==> config.mk <==
export PLATFORM = sky130hd
export DESIGN_NAME = button_debounce_hold_detector_core
export DESIGN_NICKNAME = d
export VERILOG_FILES = /design/src/bdh_pkg.sv /design/src/button_debounce_hold_detector_core.sv /design/src/bdh_front.sv /design/src/bdh_fifo.sv /design/src/bdh_back.sv
export SDC_FILE = /design/constraint.sdc
export NUM_CORES = 1
export LEC_CHECK = 0
export ABC_AREA = 1
export BUFFER_PORTS_ARGS = -buffer_cell sky130_fd_sc_hd__buf_2
export CORE_MARGIN = 2
export CORE_UTILIZATION = 50
export DETAILED_ROUTE_END_ITERATION = 10
export PLACE_DENSITY = 0.71
export SLEW_MARGIN = 20
export SYNTH_ARGS = -nofsm -noshare
export SYNTH_HDL_FRONTEND = slang
export SYNTH_SLANG_ARGS = --single-unit
==> constraint.sdc <==
create_clock -name clk -period 13.8 [get_ports clk]
set_input_delay 2.07 -clock clk [delete_from_list [all_inputs] [get_ports clk]]
set_output_delay 2.07 -clock clk [all_outputs]
set_load 0.01 [all_outputs]
==> src/bdh_pkg.sv <==
package bdh_pkg;

  // Fixed by the button wiring.
  localparam int BUTTON_COUNT = 3;
  localparam int TIME_WIDTH_DEF = 32;
  localparam int QUEUE_DEPTH = 2;

  localparam logic [3:0] STABLE_COUNT_RST = 4'd4;
  localparam logic [15:0] HOLD_TICKS_RST = 16'd800;

  localparam int CFG_IDX_W = 1;
  localparam int CFG_DATA_W = 16;
  localparam logic [CFG_IDX_W-1:0] CFG_STABLE_COUNT = 1'b0;
  localparam logic [CFG_IDX_W-1:0] CFG_HOLD_TICKS = 1'b1;

  localparam logic [1:0] BTN_PUSH = 2'd0;
  localparam logic [1:0] BTN_LEFT = 2'd1;
  localparam logic [1:0] BTN_RIGHT = 2'd2;

  typedef enum logic [2:0] {
    KIND_PUSH_EDGE  = 3'd0,
    KIND_PUSH_PRESS = 3'd1,
    KIND_LEFT       = 3'd2,
    KIND_RIGHT      = 3'd3,
    KIND_PUSH_HOLD  = 3'd4,
    KIND_LEFT_HOLD  = 3'd5,
    KIND_RIGHT_HOLD = 3'd6
  } kind_t;

  typedef struct packed {
    logic [1:0]  button_index;
    logic        raw_level;
    logic [31:0] now_ticks;
  } in_word_t;

  typedef struct packed {
    logic [2:0] event_kind;
    logic       event_pressed;
    logic       last;
  } out_word_t;

  // Up to two events raised by one poll.
  typedef struct packed {
    logic       two;
    logic [2:0] kind0;
    logic       pressed0;
    logic [2:0] kind1;
    logic       pressed1;
  } evt_pair_t;

  typedef struct packed {
    logic      valid;
    evt_pair_t pair;
  } q_slot_t;

  function automatic kind_t press_kind(input logic [1:0] b);
    kind_t k;
    unique case (b)
      BTN_PUSH:  k = KIND_PUSH_PRESS;
      BTN_LEFT:  k = KIND_LEFT;
      BTN_RIGHT: k = KIND_RIGHT;
      default:   k = KIND_PUSH_PRESS;
    endcase
    return k;
  endfunction

  function automatic kind_t hold_kind(input logic [1:0] b);
    kind_t k;
    unique case (b)
      BTN_PUSH:  k = KIND_PUSH_HOLD;
      BTN_LEFT:  k = KIND_LEFT_HOLD;
      BTN_RIGHT: k = KIND_RIGHT_HOLD;
      default:   k = KIND_PUSH_HOLD;
    endcase
    return k;
  endfunction

endpackage

==> src/button_debounce_hold_detector_core.sv <==
// Channel  Direction  Handshake          Word
// in_      input      in_valid/in_stall  in_word_t: button_index, raw_level, now_ticks
// out_     output     out_valid/out_stall out_word_t: event_kind, event_pressed, last
// cfg_     input      cfg_we             cfg_index, cfg_wdata (0 stable_count, 1 hold_ticks)
//
// A poll is taken when in_valid is high and in_stall low; the per-button state
// is updated at that edge. Its events are written to the queue at that same
// edge and move from the queue head into the output register once that register
// is free (out_stall low). One word per cycle while out_stall is low, so a poll
// that raises two events holds the output register for two words. The sustained
// poll rate is set by the single output register draining the event queue.
// Reset (rst_n low, synchronous) restores register defaults and clears all
// button state, the queue and the output.
// in_stall rises only when the two-entry event queue is full.

module button_debounce_hold_detector_core #(
  parameter int TIME_WIDTH = bdh_pkg::TIME_WIDTH_DEF
) (
  input  logic                           clk,
  input  logic                           rst_n,
  // poll input
  input  logic                           in_valid,
  input  bdh_pkg::in_word_t              in_word,
  output logic                           in_stall,
  // events out
  output logic                           out_valid,
  output bdh_pkg::out_word_t             out_word,
  input  logic                           out_stall,
  // register writes
  input  logic                           cfg_we,
  input  logic [bdh_pkg::CFG_IDX_W-1:0]  cfg_index,
  input  logic [bdh_pkg::CFG_DATA_W-1:0] cfg_wdata
);

  bdh_pkg::q_slot_t q_push;   // front -> queue
  bdh_pkg::q_slot_t q_head;   // queue -> back
  logic             q_full;
  logic             q_pop;

  // Front: debounce, hold timing, event classification.
  bdh_front #(
    .TIME_WIDTH (TIME_WIDTH)
  ) u_front (
    .clk       (clk),
    .rst_n     (rst_n),
    .in_valid  (in_valid),
    .in_word   (in_word),
    .in_stall  (in_stall),
    .cfg_we    (cfg_we),
    .cfg_index (cfg_index),
    .cfg_wdata (cfg_wdata),
    .q_full    (q_full),
    .q_push    (q_push)
  );

  // Queue of event pairs, one entry per poll that raised anything.
  bdh_fifo u_fifo (
    .clk    (clk),
    .rst_n  (rst_n),
    .q_push (q_push),
    .q_full (q_full),
    .q_head (q_head),
    .q_pop  (q_pop)
  );

  // Back: splits each pair into words and marks the last one.
  bdh_back u_back (
    .clk       (clk),
    .rst_n     (rst_n),
    .q_head    (q_head),
    .q_pop     (q_pop),
    .out_valid (out_valid),
    .out_word  (out_word),
    .out_stall (out_stall)
  );

endmodule

==> src/bdh_front.sv <==
module bdh_front #(
  parameter int TIME_WIDTH = bdh_pkg::TIME_WIDTH_DEF
) (
  input  logic                           clk,
  input  logic                           rst_n,
  input  logic                           in_valid,
  input  bdh_pkg::in_word_t              in_word,
  output logic                           in_stall,
  input  logic                           cfg_we,
  input  logic [bdh_pkg::CFG_IDX_W-1:0]  cfg_index,
  input  logic [bdh_pkg::CFG_DATA_W-1:0] cfg_wdata,
  input  logic                           q_full,
  output bdh_pkg::q_slot_t               q_push
);

  localparam int NB = bdh_pkg::BUTTON_COUNT;

  logic [3:0]  stable_count_r, stable_count_nxt;
  logic [15:0] hold_ticks_r, hold_ticks_nxt;

  logic                  stable_r[NB], stable_nxt[NB];
  logic                  cand_r[NB], cand_nxt[NB];
  logic [3:0]            agree_r[NB], agree_nxt[NB];
  logic [TIME_WIDTH-1:0] ptime_r[NB], ptime_nxt[NB];
  logic                  hdone_r[NB], hdone_nxt[NB];

  logic [1:0]            b;
  logic                  pressed;
  logic [3:0]            need;
  logic [3:0]            agree_new;
  logic                  flip;
  logic                  st_new, hd_new;
  logic [TIME_WIDTH-1:0] now_t, pt_new, elapsed;
  logic                  e_edge, e_rel, e_hold;

  assign in_stall = q_full;
  assign b        = in_word.button_index;
  assign pressed  = ~in_word.raw_level;
  assign need     = (stable_count_r == 4'd0) ? 4'd1 : stable_count_r;
  assign now_t    = TIME_WIDTH'(in_word.now_ticks);

  always_comb begin
    stable_count_nxt = stable_count_r;
    hold_ticks_nxt   = hold_ticks_r;
    if (cfg_we) begin
      unique case (cfg_index)
        bdh_pkg::CFG_STABLE_COUNT: stable_count_nxt = cfg_wdata[3:0];
        bdh_pkg::CFG_HOLD_TICKS:   hold_ticks_nxt   = cfg_wdata[15:0];
        default: ;
      endcase
    end
  end

  always_comb begin
    stable_nxt = stable_r;
    cand_nxt   = cand_r;
    agree_nxt  = agree_r;
    ptime_nxt  = ptime_r;
    hdone_nxt  = hdone_r;
    q_push     = '0;
    agree_new  = '0;
    flip       = 1'b0;
    st_new     = 1'b0;
    hd_new     = 1'b0;
    pt_new     = '0;
    elapsed    = '0;
    e_edge     = 1'b0;
    e_rel      = 1'b0;
    e_hold     = 1'b0;
    if (in_valid && !in_stall && (b < 2'(NB))) begin
      if (pressed != cand_r[b]) begin
        // level changed: restart agreement, poll ends here
        cand_nxt[b]  = pressed;
        agree_nxt[b] = 4'd1;
      end else begin
        agree_new    = (agree_r[b] < need) ? agree_r[b] + 4'd1 : need;
        agree_nxt[b] = agree_new;
        flip   = (agree_new == need) && (stable_r[b] != cand_r[b]);
        st_new = flip ? cand_r[b] : stable_r[b];
        hd_new = (flip && st_new) ? 1'b0 : hdone_r[b];
        pt_new = (flip && st_new) ? now_t : ptime_r[b];
        e_edge = flip && (b == bdh_pkg::BTN_PUSH);
        e_rel  = flip && !st_new && !hdone_r[b];
        elapsed = now_t - pt_new;
        e_hold = st_new && !hd_new && (elapsed >= TIME_WIDTH'(hold_ticks_r));
        stable_nxt[b] = st_new;
        ptime_nxt[b]  = pt_new;
        hdone_nxt[b]  = hd_new | e_hold;

        // order: push edge, then press, then hold
        q_push.valid = e_edge | e_rel | e_hold;
        if (e_edge) begin
          q_push.pair.kind0    = bdh_pkg::KIND_PUSH_EDGE;
          q_push.pair.pressed0 = st_new;
          q_push.pair.two      = e_rel | e_hold;
          q_push.pair.kind1    = e_rel ? bdh_pkg::press_kind(b) : bdh_pkg::hold_kind(b);
          q_push.pair.pressed1 = 1'b1;
        end else if (e_rel) begin
          q_push.pair.kind0    = bdh_pkg::press_kind(b);
          q_push.pair.pressed0 = 1'b1;
        end else begin
          q_push.pair.kind0    = bdh_pkg::hold_kind(b);
          q_push.pair.pressed0 = 1'b1;
        end
      end
    end
  end

  always_ff @(posedge clk) begin
    if (!rst_n) begin
      stable_count_r <= bdh_pkg::STABLE_COUNT_RST;
      hold_ticks_r   <= bdh_pkg::HOLD_TICKS_RST;
      for (int i = 0; i < NB; i++) begin
        stable_r[i] <= 1'b0;
        cand_r[i]   <= 1'b0;
        agree_r[i]  <= '0;
        ptime_r[i]  <= '0;
        hdone_r[i]  <= 1'b0;
      end
    end else begin
      stable_count_r <= stable_count_nxt;
      hold_ticks_r   <= hold_ticks_nxt;
      stable_r       <= stable_nxt;
      cand_r         <= cand_nxt;
      agree_r        <= agree_nxt;
      ptime_r        <= ptime_nxt;
      hdone_r        <= hdone_nxt;
    end
  end

endmodule

==> src/bdh_fifo.sv <==
module bdh_fifo (
  input  logic             clk,
  input  logic             rst_n,
  input  bdh_pkg::q_slot_t q_push,
  output logic             q_full,
  output bdh_pkg::q_slot_t q_head,
  input  logic             q_pop
);

  localparam int DEPTH = bdh_pkg::QUEUE_DEPTH;
  localparam int PW    = (DEPTH > 1) ? $clog2(DEPTH) : 1;
  localparam int CW    = $clog2(DEPTH + 1);

  bdh_pkg::evt_pair_t mem_r[DEPTH];
  logic [PW-1:0] wr_ptr_r, wr_ptr_nxt;
  logic [PW-1:0] rd_ptr_r, rd_ptr_nxt;
  logic [CW-1:0] count_r, count_nxt;
  logic          do_push, do_pop;

  assign q_full      = (count_r == CW'(DEPTH));
  assign q_head.valid = (count_r != '0);
  assign q_head.pair  = mem_r[rd_ptr_r];
  assign do_push     = q_push.valid && !q_full;
  assign do_pop      = q_pop && q_head.valid;

  always_comb begin
    wr_ptr_nxt = wr_ptr_r;
    rd_ptr_nxt = rd_ptr_r;
    count_nxt  = count_r;
    if (do_push) begin
      wr_ptr_nxt = (wr_ptr_r == PW'(DEPTH - 1)) ? '0 : wr_ptr_r + PW'(1);
    end
    if (do_pop) begin
      rd_ptr_nxt = (rd_ptr_r == PW'(DEPTH - 1)) ? '0 : rd_ptr_r + PW'(1);
    end
    case ({do_push, do_pop})
      2'b10:   count_nxt = count_r + CW'(1);
      2'b01:   count_nxt = count_r - CW'(1);
      default: count_nxt = count_r;
    endcase
  end

  always_ff @(posedge clk) begin
    if (do_push) begin
      mem_r[wr_ptr_r] <= q_push.pair;
    end
  end

  always_ff @(posedge clk) begin
    if (!rst_n) begin
      wr_ptr_r <= '0;
      rd_ptr_r <= '0;
      count_r  <= '0;
    end else begin
      wr_ptr_r <= wr_ptr_nxt;
      rd_ptr_r <= rd_ptr_nxt;
      count_r  <= count_nxt;
    end
  end

endmodule

==> src/bdh_back.sv <==
module bdh_back (
  input  logic               clk,
  input  logic               rst_n,
  input  bdh_pkg::q_slot_t   q_head,
  output logic               q_pop,
  output logic               out_valid,
  output bdh_pkg::out_word_t out_word,
  input  logic               out_stall
);

  logic               out_valid_r, out_valid_nxt;
  bdh_pkg::out_word_t out_word_r, out_word_nxt;
  logic               sec_valid_r, sec_valid_nxt;
  logic [2:0]         sec_kind_r, sec_kind_nxt;
  logic               sec_pressed_r, sec_pressed_nxt;
  logic               load;

  assign out_valid = out_valid_r;
  assign out_word  = out_word_r;
  assign load      = !out_valid_r || !out_stall;

  always_comb begin
    out_valid_nxt   = out_valid_r;
    out_word_nxt    = out_word_r;
    sec_valid_nxt   = sec_valid_r;
    sec_kind_nxt    = sec_kind_r;
    sec_pressed_nxt = sec_pressed_r;
    q_pop           = 1'b0;
    if (load) begin
      if (sec_valid_r) begin
        out_valid_nxt              = 1'b1;
        out_word_nxt.event_kind    = sec_kind_r;
        out_word_nxt.event_pressed = sec_pressed_r;
        out_word_nxt.last          = 1'b1;
        sec_valid_nxt              = 1'b0;
      end else if (q_head.valid) begin
        out_valid_nxt              = 1'b1;
        out_word_nxt.event_kind    = q_head.pair.kind0;
        out_word_nxt.event_pressed = q_head.pair.pressed0;
        out_word_nxt.last          = !q_head.pair.two;
        sec_valid_nxt              = q_head.pair.two;
        sec_kind_nxt               = q_head.pair.kind1;
        sec_pressed_nxt            = q_head.pair.pressed1;
        q_pop                      = 1'b1;
      end else begin
        out_valid_nxt = 1'b0;
      end
    end
  end

  always_ff @(posedge clk) begin
    out_word_r    <= out_word_nxt;
    sec_kind_r    <= sec_kind_nxt;
    sec_pressed_r <= sec_pressed_nxt;
  end

  always_ff @(posedge clk) begin
    if (!rst_n) begin
      out_valid_r <= 1'b0;
      sec_valid_r <= 1'b0;
    end else begin
      out_valid_r <= out_valid_nxt;
      sec_valid_r <= sec_valid_nxt;
    end
  end

endmodule

**Word-level counts from Yosys, hierarchy flattened**

Memory sizes are Yosys's and may differ from the RTL's. A register that Yosys moved wholly into a read port is not among the register bits.
Cells that the tools add are included.

- Reductions and logical operators: 31
- $lt $le $gt $ge: 5
- Equality and inequality tests: 8
- Muxes and demuxes: 56
- Add/subtract/negate cells: 6
- Bitwise gates (word level): 12

Operator list:

| operator | number |
|---|---|
| 32-bit two-way mux | 4 |
| 96-bit bitwise mux | 1 |
| 32-bit binary-select mux with 2-bit select | 1 |
| 32-bit demux with 2-bit select | 1 |
| 32-bit by 16-bit >= comparator with 1-bit output | 1 |
| 4-bit two-way mux | 8 |
| 32-bit subtractor | 1 |
| 1-bit two-way mux | 22 |
| 10-bit two-way mux | 2 |
| 12-bit bitwise mux | 1 |
| 1-bit logical AND | 12 |
| 12-bit two-way mux | 1 |
| 2-bit one-hot mux with 2 select lines | 3 |
| 5-bit two-way mux | 2 |
| 2-bit AND reduction | 5 |
| 9-bit AND | 1 |
| 3-bit bitwise mux | 3 |
| 9-bit inverter | 1 |
| 4-bit binary-select mux with 2-bit select | 1 |
| 4-bit demux with 2-bit select | 1 |
| 1-bit logical NOT | 7 |
| 1-bit binary-select mux with 2-bit select | 3 |
| 2-bit == test (second input constant) | 3 |
| 2-bit nonzero test | 3 |
| other kinds (21) | 30 |

- Logic and storage cells: 146
- Register bits: 152
- Memory bits (writable): 18
- Memories: 1

Memories:

| name | depth | bits a word | rd ports | clocked after memory_dff | wr ports | line | RTL |
|---|---|---|---|---|---|---|---|
| u_fifo.mem_r | 2 | 9 | 1 | 1 | 1 | bdh_fifo.sv:14 | `bdh_pkg::evt_pair_t mem_r[DEPTH];` |

**Depth between registers and ports, before layout**

Gate-level depths: netlist of run 1.

- Word-level depth: 21
- Mapped depth: 54
- Depth with buffers taken out: 51

**Modules after synthesis**

Synthesis of run 1 repeated with hierarchy kept, for this count alone.

- Cell total of the unflattened synthesis: 1,602
- Area total of the unflattened synthesis: 10,913.0 sq um

Modules (own cells, without submodules):

| module | instances | sequential area each (sq um) | cells an instance | area each (sq um) |
|---|---|---|---|---|
| bdh_front | 1 | 2,742.6 | 1,498 | 9,550.4 |
| bdh_fifo | 1 | 640.6 | 66 | 915.9 |
| bdh_back | 1 | 310.3 | 38 | 446.7 |

**Worst setup path before layout of run 1**

Ideal clock, no wire load.

- Kind: in2reg
- Start point: input port in_word[34] (netlist bit)
- End point: register u_fifo.count_r[1]
- Cell stages on the path: 52
- Arrival: 7.978 ns
- Setup time: 0.122 ns
- Setup slack: 5.700 ns
- Path buffers: 4
- Cell sequence: buf_2 > inv_4 > nand2_1 > nand2_1 > inv_2 > ha_1 > nand2_1 > nor2_2 > nand2_1 > nand3_1 > nand2_1 > nand2_2 > nand3_2 > buf_12 > buf_6 > clkbuf_1 > o21ai_0 > inv_1 > (+16 left out) > a211oi_1 > o21ai_0 > a21oi_1 > o21ai_0 > a21oi_1 > nand2_1 > inv_1 > nand3b_1 > nor2_1 > nand2_1 > nand2_2 > nand2_2 > nand2_1 > ha_1 > a21oi_1 > o21ai_0 > o21ai_0 > a21oi_1

- Longest elaborated chain between the ends: 20

RTL lines:

| element | line | RTL |
|---|---|---|
| start, declared | button_debounce_hold_detector_core.sv:23 | `input bdh_pkg::in_word_t in_word,` |
| 2-bit inverter with 3-bit output (not written as such) | -- |  |
| 4-bit binary-select mux with 2-bit select | bdh_front.sv:76 | `agree_new = (agree_r[b] < need) ? agree_r[b] + 4'd1 : need;` |
| 4-bit two-way mux (not written as such) (2 in series) | bdh_front.sv:76 |  |
| 4-bit by 1-bit adder with 4-bit output or 4-bit < comparator (tied branches) | bdh_front.sv:76 |  |
| 4-bit two-way mux | bdh_front.sv:76 |  |
| 4-bit == test | bdh_front.sv:78 | `flip = (agree_new == need) && (stable_r[b] != cand_r[b]);` |
| 1-bit logical AND | bdh_front.sv:78 |  |
| 1-bit two-way mux | bdh_front.sv:79 | `st_new = flip ? cand_r[b] : stable_r[b];` |
| (+3 left out) | -- |  |
| 32-bit by 16-bit >= comparator with 1-bit output or 1-bit logical AND (tied branches) | bdh_front.sv:85 | `e_hold = st_new && !hd_new && (elapsed >= TIME_WIDTH'(hold_ticks_r));` |
| 1-bit logical AND | bdh_front.sv:85 |  |
| 1-bit OR | bdh_front.sv:91 | `q_push.valid = e_edge \| e_rel \| e_hold;` |
| 10-bit two-way mux | bdh_front.sv:71 | `if (pressed != cand_r[b]) begin` |
| 10-bit two-way mux (*) | bdh_front.sv:70 | `if (in_valid && !in_stall && (b < 2'(NB))) begin` |
| 1-bit logical AND (*) | bdh_fifo.sv:23 | `assign do_push = q_push.valid && !q_full;` |
| 2-bit by 1-bit == test with 1-bit output or 2-bit == test (tied branches) | bdh_fifo.sv:36 | `case ({do_push, do_pop})` |
| 2-bit one-hot mux with 2 select lines or 2-bit nonzero test (tied branches) | -- |  |
| end signal, assigned | bdh_fifo.sv:57 | `count_r <= count_nxt;` |
| end, declared | bdh_fifo.sv:17 | `logic [CW-1:0] count_r, count_nxt;` |

Every way passes the cells marked *; elsewhere a longest branch is shown, timed or not. The select of a mux whose other input is x is not followed.
A chain may end at the register's enable or synchronous reset.

**Worst setup path after layout of run 1**

- Start point: input port in_word[33] (netlist bit)
- End point: register u_fifo.count_r[1]

Same word-level chain as after synthesis.

==> results of run 1 <==
-- per-stage QoR --
step	total power (W)	hold slack, ns	cell area [µm²]
after global placement	0.0009107	0.4514	11150
final	0.001390	0.4648	11750
after CTS	0.001396	0.4679	11750
after global routing	0.001468	0.4891	11750
after detailed placement	0.0009188	0.4569	11150
after floorplan	0.0008253	0.4353	10670
-- worst paths after layout --
check | start | end | slack, ns | depth (start not counted)
max | in_word[33] | u_fifo.count_r[1] | 4.03 | 51
min | u_front.hold_ticks_r[1] | u_front.hold_ticks_r[1] | 0.46 | 2
max reg2reg | u_front.agree_r[7] | u_fifo.count_r[1] | 6.33 | 48
min reg2reg | u_front.hold_ticks_r[1] | u_front.hold_ticks_r[1] | 0.46 | 2
-- registers in the layout (all words and copies together), names as in the netlist, named ones only --
name / flops
u_front.stable_count_r: 4
u_back.sec_kind_r: 3
u_front.agree_r: 12
u_front.hdone_r: 3
u_back.sec_valid_r: 1
u_fifo.mem_r: 18
u_fifo.wr_ptr_r: 1
u_back.out_valid: 1
u_front.hold_ticks_r: 16
u_fifo.count_r: 2
u_front.cand_r: 3
u_front.stable_r: 3
u_back.sec_pressed_r: 1
u_front.ptime_r: 96
u_back.out_word: 5
u_fifo.rd_ptr_r: 1
-- tightest hold or removal path: stages (launching register included) --
cell     delay [ns]
dfxtp_1        0.30
inv_1          0.06
a21oi_1        0.06
-- final cells by class --
class | instances | area, µm²
fillers | 2111 | 9206
clock buffers | 17 | 425.4
repair buffers | 73 | 390.4
well taps | 275 | 344.1
inverters | 324 | 1219
multi-input cells | 986 | 5502
clock inverters | 15 | 175.2
flip-flops and latches | 171 | 3694
-- where the power goes --
part	switching [W]	total [W]	leakage, nW	internal [W]
Clock	0.000235	0.000478	0.282	0.000244
Sequential	0.0000156	0.000563	1.43	0.000547
Combinational	0.000228	0.000349	3.97	0.000121
-- cells in the final DEF (no fill, tap or decap), types with 17 or more instances in the layout --
cell / synthesis / routed
nand2_1: 278 / 278
ha_1: 54 / 54
o21ai_0: 149 / 149
inv_1: 309 / 309
nand3_1: 40 / 40
dfxtp_1: 144 / 144
a21oi_1: 181 / 181
buf_2: 2 / 63
edfxtp_1: 27 / 27
a221oi_1: 25 / 25
o211ai_1: 33 / 33
clkbuf_16: 0 / 17
nor2_1: 90 / 89
-- Yosys cell counts (all sizes together) --
library cell / instances / area [µm²]
edfxtp: 27 / 810.8
a21o: 3 / 22.52
inv: 321 / 1207
and2: 2 / 12.51
fa: 1 / 20.02
nand4: 14 / 87.58
xnor2: 9 / 78.83
clkinv: 3 / 11.26
a211oi: 3 / 22.52
nand3b: 7 / 52.55
o21bai: 11 / 82.58
o21a: 7 / 52.55
nand3: 56 / 412.9
o221a: 1 / 11.26
a21oi: 183 / 930.9
o211ai: 33 / 247.7
nor4: 1 / 6.260
nor3b: 1 / 7.510
dfxtp: 144 / 2883
o221ai: 4 / 35.03
xor2: 11 / 96.34
clkbuf: 47 / 176.4
buf: 15 / 86.34
nor3: 13 / 70.07
o32ai: 1 / 8.760
mux2i: 1 / 10.01
nor2: 98 / 407.9
a221oi: 25 / 219.0
ha: 54 / 675.7
o21ai: 154 / 770.7
nand2: 293 / 1152
-- per-layer routing --
metal,vias to the layer above,track usage (%),wire [µm]
met5,-,0,0
met2,282,42.26,12900
met1,4550,34.20,12830
met3,40,3.689,1530
met4,0,6.840,406
li1,5085,-,-
-- kinds of logic after synthesis --
kind of cell	after synthesis	share of synthesized area, %
flip-flops	171	34.62
XOR/XNOR	20	1.642
AND/OR/NAND/NOR	485	20.71
AO/OA/AOI/OAI	425	22.53
multiplexers	1	0.09382
buffers and inverters	386	13.89
adder cells (fa/ha/maj)	55	6.520
==> results.md, run 1 <==
* Pwr/cell area at 118.3 mW/mm²
* Status: finished, final reports clean
* PortBufs at 63
* CTS resizes at 0
* Rel. slew slack at 41.05%
* DRT iter0 DRCs at 629
* Max Slew Vio Count at 0
* Clock tree buffer depth at 2
* Post-place setup slack at 3.721 ns
* Crit-path max cell delay at 0.52 ns
* Max_cap viols at 0
* Worst Hold Class: flop to flop
* Least-Margin Pin Slew at 0.8843 ns
* Nets@finish at 1,685
* Final worst slack at 4.026 ns
* Number of global-route vias before repair at 9,154
* CTS root buf: clkbuf_16
* Area growth from synthesis to layout at 10.12%
* Die Area at 0.02252 mm²
* Ant diodes at 0
* Depth of the CTS H-tree at 4
* Via density at 5.350
* Via count at ~10,000
* Core area at 0.02096 mm²
* Setup violation total in the final timing report at 0
* Rows at 53
* Post-synthesis sequential area ratio at 34.62%
* Leak Pwr at 5.678 nW
* Distinct cell type count after synthesis at 47
* Total Wirelength at 27.67 mm
* Fin. Hold Viols at 0
* Buf/Inv on CP at 8
* Critical Path RT at between 10 and 15 ns
* Ratio of final minimum period to clock period at 70.82%
* YS warnings at 0
* Setup Buffers After CTS at 0
* Fmax at 0.1023 GHz
* Syn Nets at 1,655
* CP Capture Type: flop
* Family with the most delay on the worst path: simple AND/OR/NAND/NOR gates
* Initial Utilization at just over 50%
* Worst-Skew Late Latency at 0.44 ns
* Clk_skew at roughly 0.012 ns
* Die W at 150.1 µm
* Synthesized instance count at around 1,500
* Antenna Nets Post-Route at 0
* DR pass1 iterations at 6
* Setup_tns at 0 ns
* Startpoint Class: primary input
* Mean routed wirelength per cell at roughly 15 µm
* Crit-path slowest cell: buf_4
* Cell mode on critical path: nand2_1
* Cts hold-fix bufs at 0
* Fraction of layout cells with a size suffix above 1 at 10.21%
* Arrival time worst endpoint at 10.10 ns
* Post-placement cell count at roughly 1,800
* Die Height at about 150 µm
* Initial antenna violation count at 0
* RePlAce Congestion at 0.9349
* CTS tree: built
* Synthesized flop and latch total at between 150 and 200
* Clock Sinks at 171
* DR DRC count at 0
* First-pass GRT wire length at 45.48 mm
* Fin util at 56.07%
* Non-filler instance count after layout at 1,861
* IO Pins at 64
* Total GRT Usage at 25.30%
* Post-DP HPWL at 19.38 mm
* RSZ-0062 raised after global routing: no
* Worst vdd ir at 0.06886 mV
* Crit path kind: primary input to flop
* CTS Buf Count at 17
* Largest net degree at the start of global routing at 77
* Total gr overflow at 0
* Clock transition at the registers of the reported paths at ~0.07 ns
* Crit path max fanout at 48
* Synthesized area per cell at just under 7 µm²
* Cell Area, Synth at 0.01067 mm²
* Tmin final at 9.774 ns
No activity file was read; power rests on OpenSTA's default activity.
==> inputs of run 2 (changes only) <==
Settings changed: ABC_AREA 1 to 0, PLACE_DENSITY 0.71 to 0.73.
Clock period 13.8 ns to 7.8 ns, I/O delays scaled along.
==> results.md, run 2 <==
* Syn Nets at 1,445 (-13%)
* Crit path kind: primary input to flop
* Post-synth ARST share at 0% (unchanged)
* Fin Hold WS at 0.4606 ns (-0.004268 ns)
* Least-Margin Pin Slew at 1.000 ns (+0.1160 ns)
* Crit-path max cell delay at 0.42 ns (-0.10 ns)
* Clock share of power at 38.2% (+3.8 points)
* CTS root buf: clkbuf_16
* Synthesized instance count at 1,333 (-14%)
* Fin. Hold Viols at 0 (unchanged)
* Arrival time worst endpoint at 7.92 ns (-2.18 ns)
* Ant diodes at 0 (unchanged)
* Leading area contributor after synthesis: dfxtp_1
* Reg power frac at 43.1% (+2.6 points)
* Die W at 148.4 µm (-1.1%)
* Int Power at 0.001560 W (+71%)
* Most common cell after layout, fill and taps aside: nor2_1
* Final worst slack at 0.2377 ns (-3.789 ns)
* Hold Crit Depth at 2 (unchanged)
* Worst Hold Class: flop to flop
* Die Area at 0.02201 mm² (-2.3%)
* Clock transition at the registers of the reported paths at 0.07 ns (about the same)
* DRT iter0 DRCs at 947 (+51%)
* Mean routed wirelength per cell at 16.51 µm (+11%)
* Most instantiated library cell after synthesis: nor2_1
* Area growth from synthesis to layout at 18.04%
* Synth Area in XOR/XNOR at 3.338% (+1.7 points)
* Via density at 5.786 (+8.1%)
* Post-place setup slack at -0.4528 ns (-4.174 ns)
* Fraction of layout cells with a size suffix above 1 at 18.51% (+8.3 points)
* Tmin final at 7.562 ns
* P_sw at 0.0006749 W (+41%)
* Max Slew Vio Count at 0 (unchanged)
* List of most frequent post-synthesis cells: nor2_1, a21oi_1, dfxtp_1
* Status: finished, final reports clean
* CP Capture Type: flop
* Switching share of power at 30.20% (-4.2 points)
* Via count at 9,876 (-0.81%)
* Depth of the CTS H-tree at 4 (unchanged)
* Final Cell Area at 0.01230 mm² (+4.7%)
* Distinct cell type count after synthesis at 77 (+64%)
* Post-synth EDFFs at 27 (unchanged)
* DR DRC count at 0 (unchanged)
* Max_cap viols at 0 (unchanged)
* Simple logic cell fraction of the synthesized area at 19.43% (-1.3 points)
* R2R cell count at 38 (-21%)
* Fin util at 60.40% (+4.3 points)
* Fmax at 0.1322 GHz
* Top cells by area, synth: dfxtp_1, nor2_1, a21oi_1, edfxtp_1, ha_1
* Startpoint Class: primary input
* Crit-path slowest cell: or4_1
* Worst-Skew Late Latency at 0.44 ns (about the same)
* Ratio of final minimum period to clock period at 96.95%
* DR pass1 iterations at 5 (-1)
* Post-Synth Adder-Cell Area at 6.676% (+0.16 points)
* Cell Area, Synth at 0.01042 mm² (-2.3%)
* Core area at 0.02036 mm² (-2.8%)
* Worst vdd ir at 0.1478 mV (+110%)
* Synthesized area per cell at 7.817 µm² (+13%)
* First-pass GRT wire length at 45.84 mm (+0.79%)
* Pwr/cell area at 181.7 mW/mm² (+54%)
* Largest net degree at the start of global routing at 97 (+26%)
* Top_reg_cell synth: dfxtp_1
* Clk_skew at 0.01043 ns (-0.001868 ns)
* Fill cells at 1,771 (-16%)
* Synth top area share at 27.67% (+0.65 points)
* Multiplexer share of the synthesized area at 5.740% (+5.6 points)
* Number of flip-flops under the largest register name at 96 (unchanged)
* Critical Path RT at 8.16 ns (-5.96 ns)
* Post-synthesis compound-gate area fraction at 24.71% (+2.2 points)
* IO Pins at 64 (unchanged)
* CTS Buf Count at 17 (unchanged)
* Number of global-route vias before repair at 9,144 (-0.11%)
* Setup_tns at 0 ns (unchanged)
* Post-synthesis sequential area ratio at 35.45% (+0.83 points)
* Post-DP HPWL at 19.96 mm (+3.0%)
* CTS tree: built
* Leak Pwr at 4.825 nW (-15%)
* Largest Register: u_front.ptime_r
* Die Height at 148.4 µm (-1.1%)
* RePlAce Congestion at 0.9361 (+0.13%)
* Reg-to-Reg Start: u_front.agree_r[4]
* Cell area after placement at 0.01148 mm² (+3.0%)
* Clock tree buffer depth at 2 (unchanged)
* Rows at 52 (-1.9%)
* Total Wirelength at 28.18 mm (+1.8%)
* Synthesized flop and latch total at 171 (unchanged)
* Largest family of logic cells by synthesized area: compound AO/OA/AOI/OAI gates
* Initial antenna violation count at 0 (unchanged)
* Total GRT Usage at 25.60% (+0.30 points)
* YS warnings at 0 (unchanged)
* Total gr overflow at 0 (unchanged)
* Critical hold path startpoint: u_front.hold_ticks_r[15]
* Nets@finish at 1,536 (-8.8%)
* Setup violation total in the final timing report at 0 (unchanged)
* PortBufs at 63 (unchanged)
* Regs by FF count: u_front.ptime_r x96, u_fifo.mem_r x18, u_front.hold_ticks_r x16
* Crit path max fanout at 7 (-85%)
* Rel. slew slack at 33.31% (-7.7 points)
* Antenna Nets Post-Route at 0 (unchanged)
* Initial Utilization at 51.17% (+0.25 points)
* Crit path from: in_word[33]
* Cts hold-fix bufs at 0 (unchanged)
* Combinational power share at 18.7% (-6.4 points)
* RSZ-0062 raised after global routing: yes
* Most frequent cells in the layout: nor2_1, a21oi_1, dfxtp_1
* Clock Sinks at 171 (unchanged)
==> run 2: cell types whose count changed in the layout (fill, tap and decap cells not counted), sizes merged, moves of 43 or more <==
cell / before / now
o21ai: 154 / 78
mux2i: 1 / 44
nor2: 98 / 280
buf: 73 / 156
inv: 328 / 45
nand2: 293 / 116
==> run 2: routing by layer <==
metal | up-vias | track usage [%] | part of all wire [%] | wire, µm
met5 | - | 0 | 0 | 0
met1 | 4591 | 36.16 | 46 | 13030
met4 | 0 | 7.619 | 1.7 | 474
met3 | 38 | 4.294 | 7.4 | 2079
met2 | 381 | 40.35 | 45 | 12590
li1 | 4866 | - | - | -
==> run 2: repair_timing <==
action                                  CTS  global route
setup buffers                             2            10
endpoints found under the setup margin    1            26
resized for setup                         8            25
pin swaps                                 5            18
gates cloned                              0             0
==> run 2: cell families after synthesis <==
group / after synthesis
flip-flops: 171
AO/OA/AOI/OAI: 406
multiplexers: 57
AND/OR/NAND/NOR: 483
XOR/XNOR: 38
adder cells (fa/ha/maj): 55
buffers and inverters: 123
==> run 2: power groups by stage <==
stage / logic (W) / registers [W] / clock network, W
after global routing: 0.000457 / 0.000967 / 0.000901
after global placement: 0.000388 / 0.000981 / 0
after detailed placement: 0.000395 / 0.000983 / 0
after floorplan: 0.000272 / 0.000974 / 0
after CTS: 0.000401 / 0.000963 / 0.000863
final: 0.000417 / 0.000963 / 0.000855
==> run 2: critical path, delay by kind of cell <==
kind	cells	cell delay, ns
muxes	1	0.25
buffers and inverters	2	0.29
and+or+nand+nor	13	2.22
adders and majority gates	4	1.07
AOI/OAI and AO/OA	16	2.40
xor gates and xnor gates	3	0.50
==> run 2: cell type report <==
cell class	count	area (µm²)	share of cell area, %
Multi-Input combinational cell	1039	6509	52.92
Sequential cell	171	3694	30.03
Timing Repair Buffer	156	1023	8.321
Clock buffer	18	429.2	3.489
Tap cell	270	337.8	2.747
Clock inverter	14	157.7	1.282
Inverter	39	148.9	1.211
==> run 2: path summary, 6_finish.rpt <==
kind | endpoint | slack [ns]
worst max-delay path | u_fifo.count_r[1] | 0.24
worst min-delay path | u_front.hold_ticks_r[15] | 0.46
worst max register to register | u_fifo.count_r[1] | 0.80
worst min register to register | u_front.hold_ticks_r[15] | 0.46
==> run 2: through the flow <==
stage / power, W / cells
2_1_floorplan: 0.001246 / 1333
4_1_cts: 0.002227 / 1697
3_5_place_dp: 0.001378 / 1663
3_3_place_gp: 0.001369 / 1663
6_report: 0.002235 / 1707
5_1_grt: 0.002326 / 1707
==> inputs of run 3 (changes only) <==
Settings changed: PLACE_DENSITY 0.73 to not set, PLACE_DENSITY_LB_ADDON set to 0.08.
Clock period 7.8 ns to 6.83 ns, I/O delays scaled along.
==> results.md, run 3 (synthesis gave the netlist of run 2 again) <==
* Status: finished with violations
* Failing checks: setup timing
* Number of flip-flops under the largest register name at 96 (unchanged)
* CTS root buf: clkbuf_16
* Most frequent cells in the layout: nor2_1, buf_4, a21oi_1
* Most common cell after layout, fill and taps aside: nor2_1
* RSZ-0062 raised after global routing: yes
* Number of global-route vias before repair at 9,436 (+3.2%)
* Die Area at 0.02201 mm² (unchanged)
* Largest net degree at the start of global routing at 75 (-23%)
* Leak Pwr at 5.355 nW (+11%)
* Rows at 52 (unchanged)
* Cts hold-fix bufs at 0 (unchanged)
* Mean routed wirelength per cell at 16.74 µm (+1.4%)
* First-pass GRT wire length at 48.07 mm (+4.9%)
* Area growth from synthesis to layout at 26.98%
* DR DRC count at 0 (unchanged)
* Antenna Nets Post-Route at 0 (unchanged)
* Clock tree buffer depth at 2 (unchanged)
* Worst R2R Setup Slack at -0.47 ns (-1.27 ns)
* Crit path max fanout at 6 (-1)
* Total Wirelength at 30.39 mm (+7.9%)
* Initial antenna violation count at 0 (unchanged)
* Nets@finish at 1,644 (+7.0%)
* Fraction of layout cells with a size suffix above 1 at 24.72% (+6.2 points)
* Fmax at 0.1300 GHz
* Clock transition at the registers of the reported paths at 0.07 ns (about the same)
* Regs by FF count: u_front.ptime_r x96, u_fifo.mem_r x18, u_front.hold_ticks_r x16
* Final worst slack at -0.8642 ns (-1.102 ns)
* Clock Sinks at 171 (unchanged)
* PortBufs at 63 (unchanged)
* Via count at 10,240 (+3.7%)
* Depth of the CTS H-tree at 4 (unchanged)
* Core area at 0.02036 mm² (unchanged)
* Crit-path max cell delay at 0.42 ns (about the same)
* Initial Utilization at 51.17% (unchanged)
* Largest Register: u_front.ptime_r
* Tmin final at 7.694 ns
* Total GRT Usage at 27.31% (+1.7 points)
* Fin. Hold Viols at 0 (unchanged)
* Setup violation total in the final timing report at 26 (+26)
* DR pass1 iterations at 5 (unchanged)
* Worst Hold Class: flop to flop
* Via density at 5.641 (-2.5%)
* Crit path kind: primary input to flop
* Arrival time worst endpoint at 8.06 ns (+0.14 ns)
* Max_cap viols at 0 (unchanged)
* Crit-path slowest cell: or4_1
* Die Height at 148.4 µm (unchanged)
* CP Capture Type: flop
* DRT iter0 DRCs at 690 (-27%)
* Pwr/cell area at 195.4 mW/mm² (+7.5%)
* Total gr overflow at 0 (unchanged)
* CTS tree: built
* Die W at 148.4 µm (unchanged)
* Worst vdd ir at 0.1295 mV (-12%)
* Startpoint Class: primary input
* IO Pins at 64 (unchanged)
* Rel. slew slack at 38.73% (+5.4 points)
* Ant diodes at 0 (unchanged)
* Fin Hold WS at 0.4626 ns (+0.002067 ns)
* Fill cells at 1,768 (-0.17%)
* Post-DP HPWL at 21.48 mm (+7.6%)
* Least-Margin Pin Slew at 0.9158 ns (-0.08453 ns)
* CTS Buf Count at 17 (unchanged)
* Critical Path RT at 7.20 ns (-0.96 ns)
* Worst-Skew Late Latency at 0.44 ns (about the same)
* RePlAce Congestion at 0.9325 (-0.38%)
* Max Slew Vio Count at 0 (unchanged)
* Ratio of final minimum period to clock period at 112.7%
* Clk_skew at 0.01589 ns (+0.005454 ns)
* Cell mode on critical path: nand4_1
* Power, Total at 0.002586 W (+16%)
## run 3: cell type report
type	instances	area [µm²]	area share, %
Clock buffer	18	429.2	3.244
Clock inverter	14	143.9	1.087
Inverter	39	148.9	1.125
Multi-Input combinational cell	1039	6609	49.95
Sequential cell	171	3694	27.91
Tap cell	270	337.8	2.553
Timing Repair Buffer	264	1869	14.13
## run 3: routing by layer
layer | wire length (µm) | up-vias | GRT usage, %
met2 | 13650 | 307 | 43.08
li1 | - | 5084 | -
met5 | 0 | - | 0
met1 | 14590 | 4814 | 39.67
met3 | 1748 | 33 | 3.650
met4 | 399 | 0 | 6.810
## run 3: where the power goes
| group | total (W) | switching [W] | leakage, nW | internal, W |
|---|---|---|---|---|
| Combinational | 0.000539 | 0.000298 | 3.68 | 0.000241 |
| Sequential | 0.00110 | 0.0000303 | 1.41 | 0.00107 |
| Clock | 0.000948 | 0.000462 | 0.271 | 0.000486 |
## run 3: worst paths after layout
| kind | endpoint | cells after the start | from |
|---|---|---|---|
| setup / recovery | u_fifo.count_r[1] | 39 | in_word[33] |
| setup reg to reg | u_fifo.count_r[1] | 38 | u_front.agree_r[4] |
| hold / removal | u_front.hold_ticks_r[13] | 2 | u_front.hold_ticks_r[13] |
| hold reg to reg | u_front.hold_ticks_r[13] | 2 | u_front.hold_ticks_r[13] |
## run 3: worst max-delay path: cells and delay by family
kind	cells	cell delay, ns
AND/OR/NAND/NOR	12	2.39
adder cells (fa/ha/maj)	4	1.07
XOR/XNOR	3	0.44
AO/OA/AOI/OAI	16	2.54
multiplexers	1	0.19
buffers and inverters	3	0.41
## run 3: per-stage QoR
step           util, %  setup TNS [ns]  area [µm²]  setup WS, ns  cells
5_1_grt          64.97          -24.93       13230        -1.227   1815
3_5_place_dp     60.17          -24.32       12250        -1.238   1766
2_1_floorplan        -          -21.32       10570        -1.212   1333
4_1_cts          63.76          -4.642       12990       -0.5185   1807
3_3_place_gp     60.17          -20.78       12250        -1.107   1766
6_report         64.97          -15.86       13230       -0.8642   1815
## run 3: timing repair
action / in CTS / in global routing
gates resized for setup: 20 / 34
pin swaps: 4 / 22
endpoints found under the setup margin: 26 / 26
buffers inserted: 9 / 9
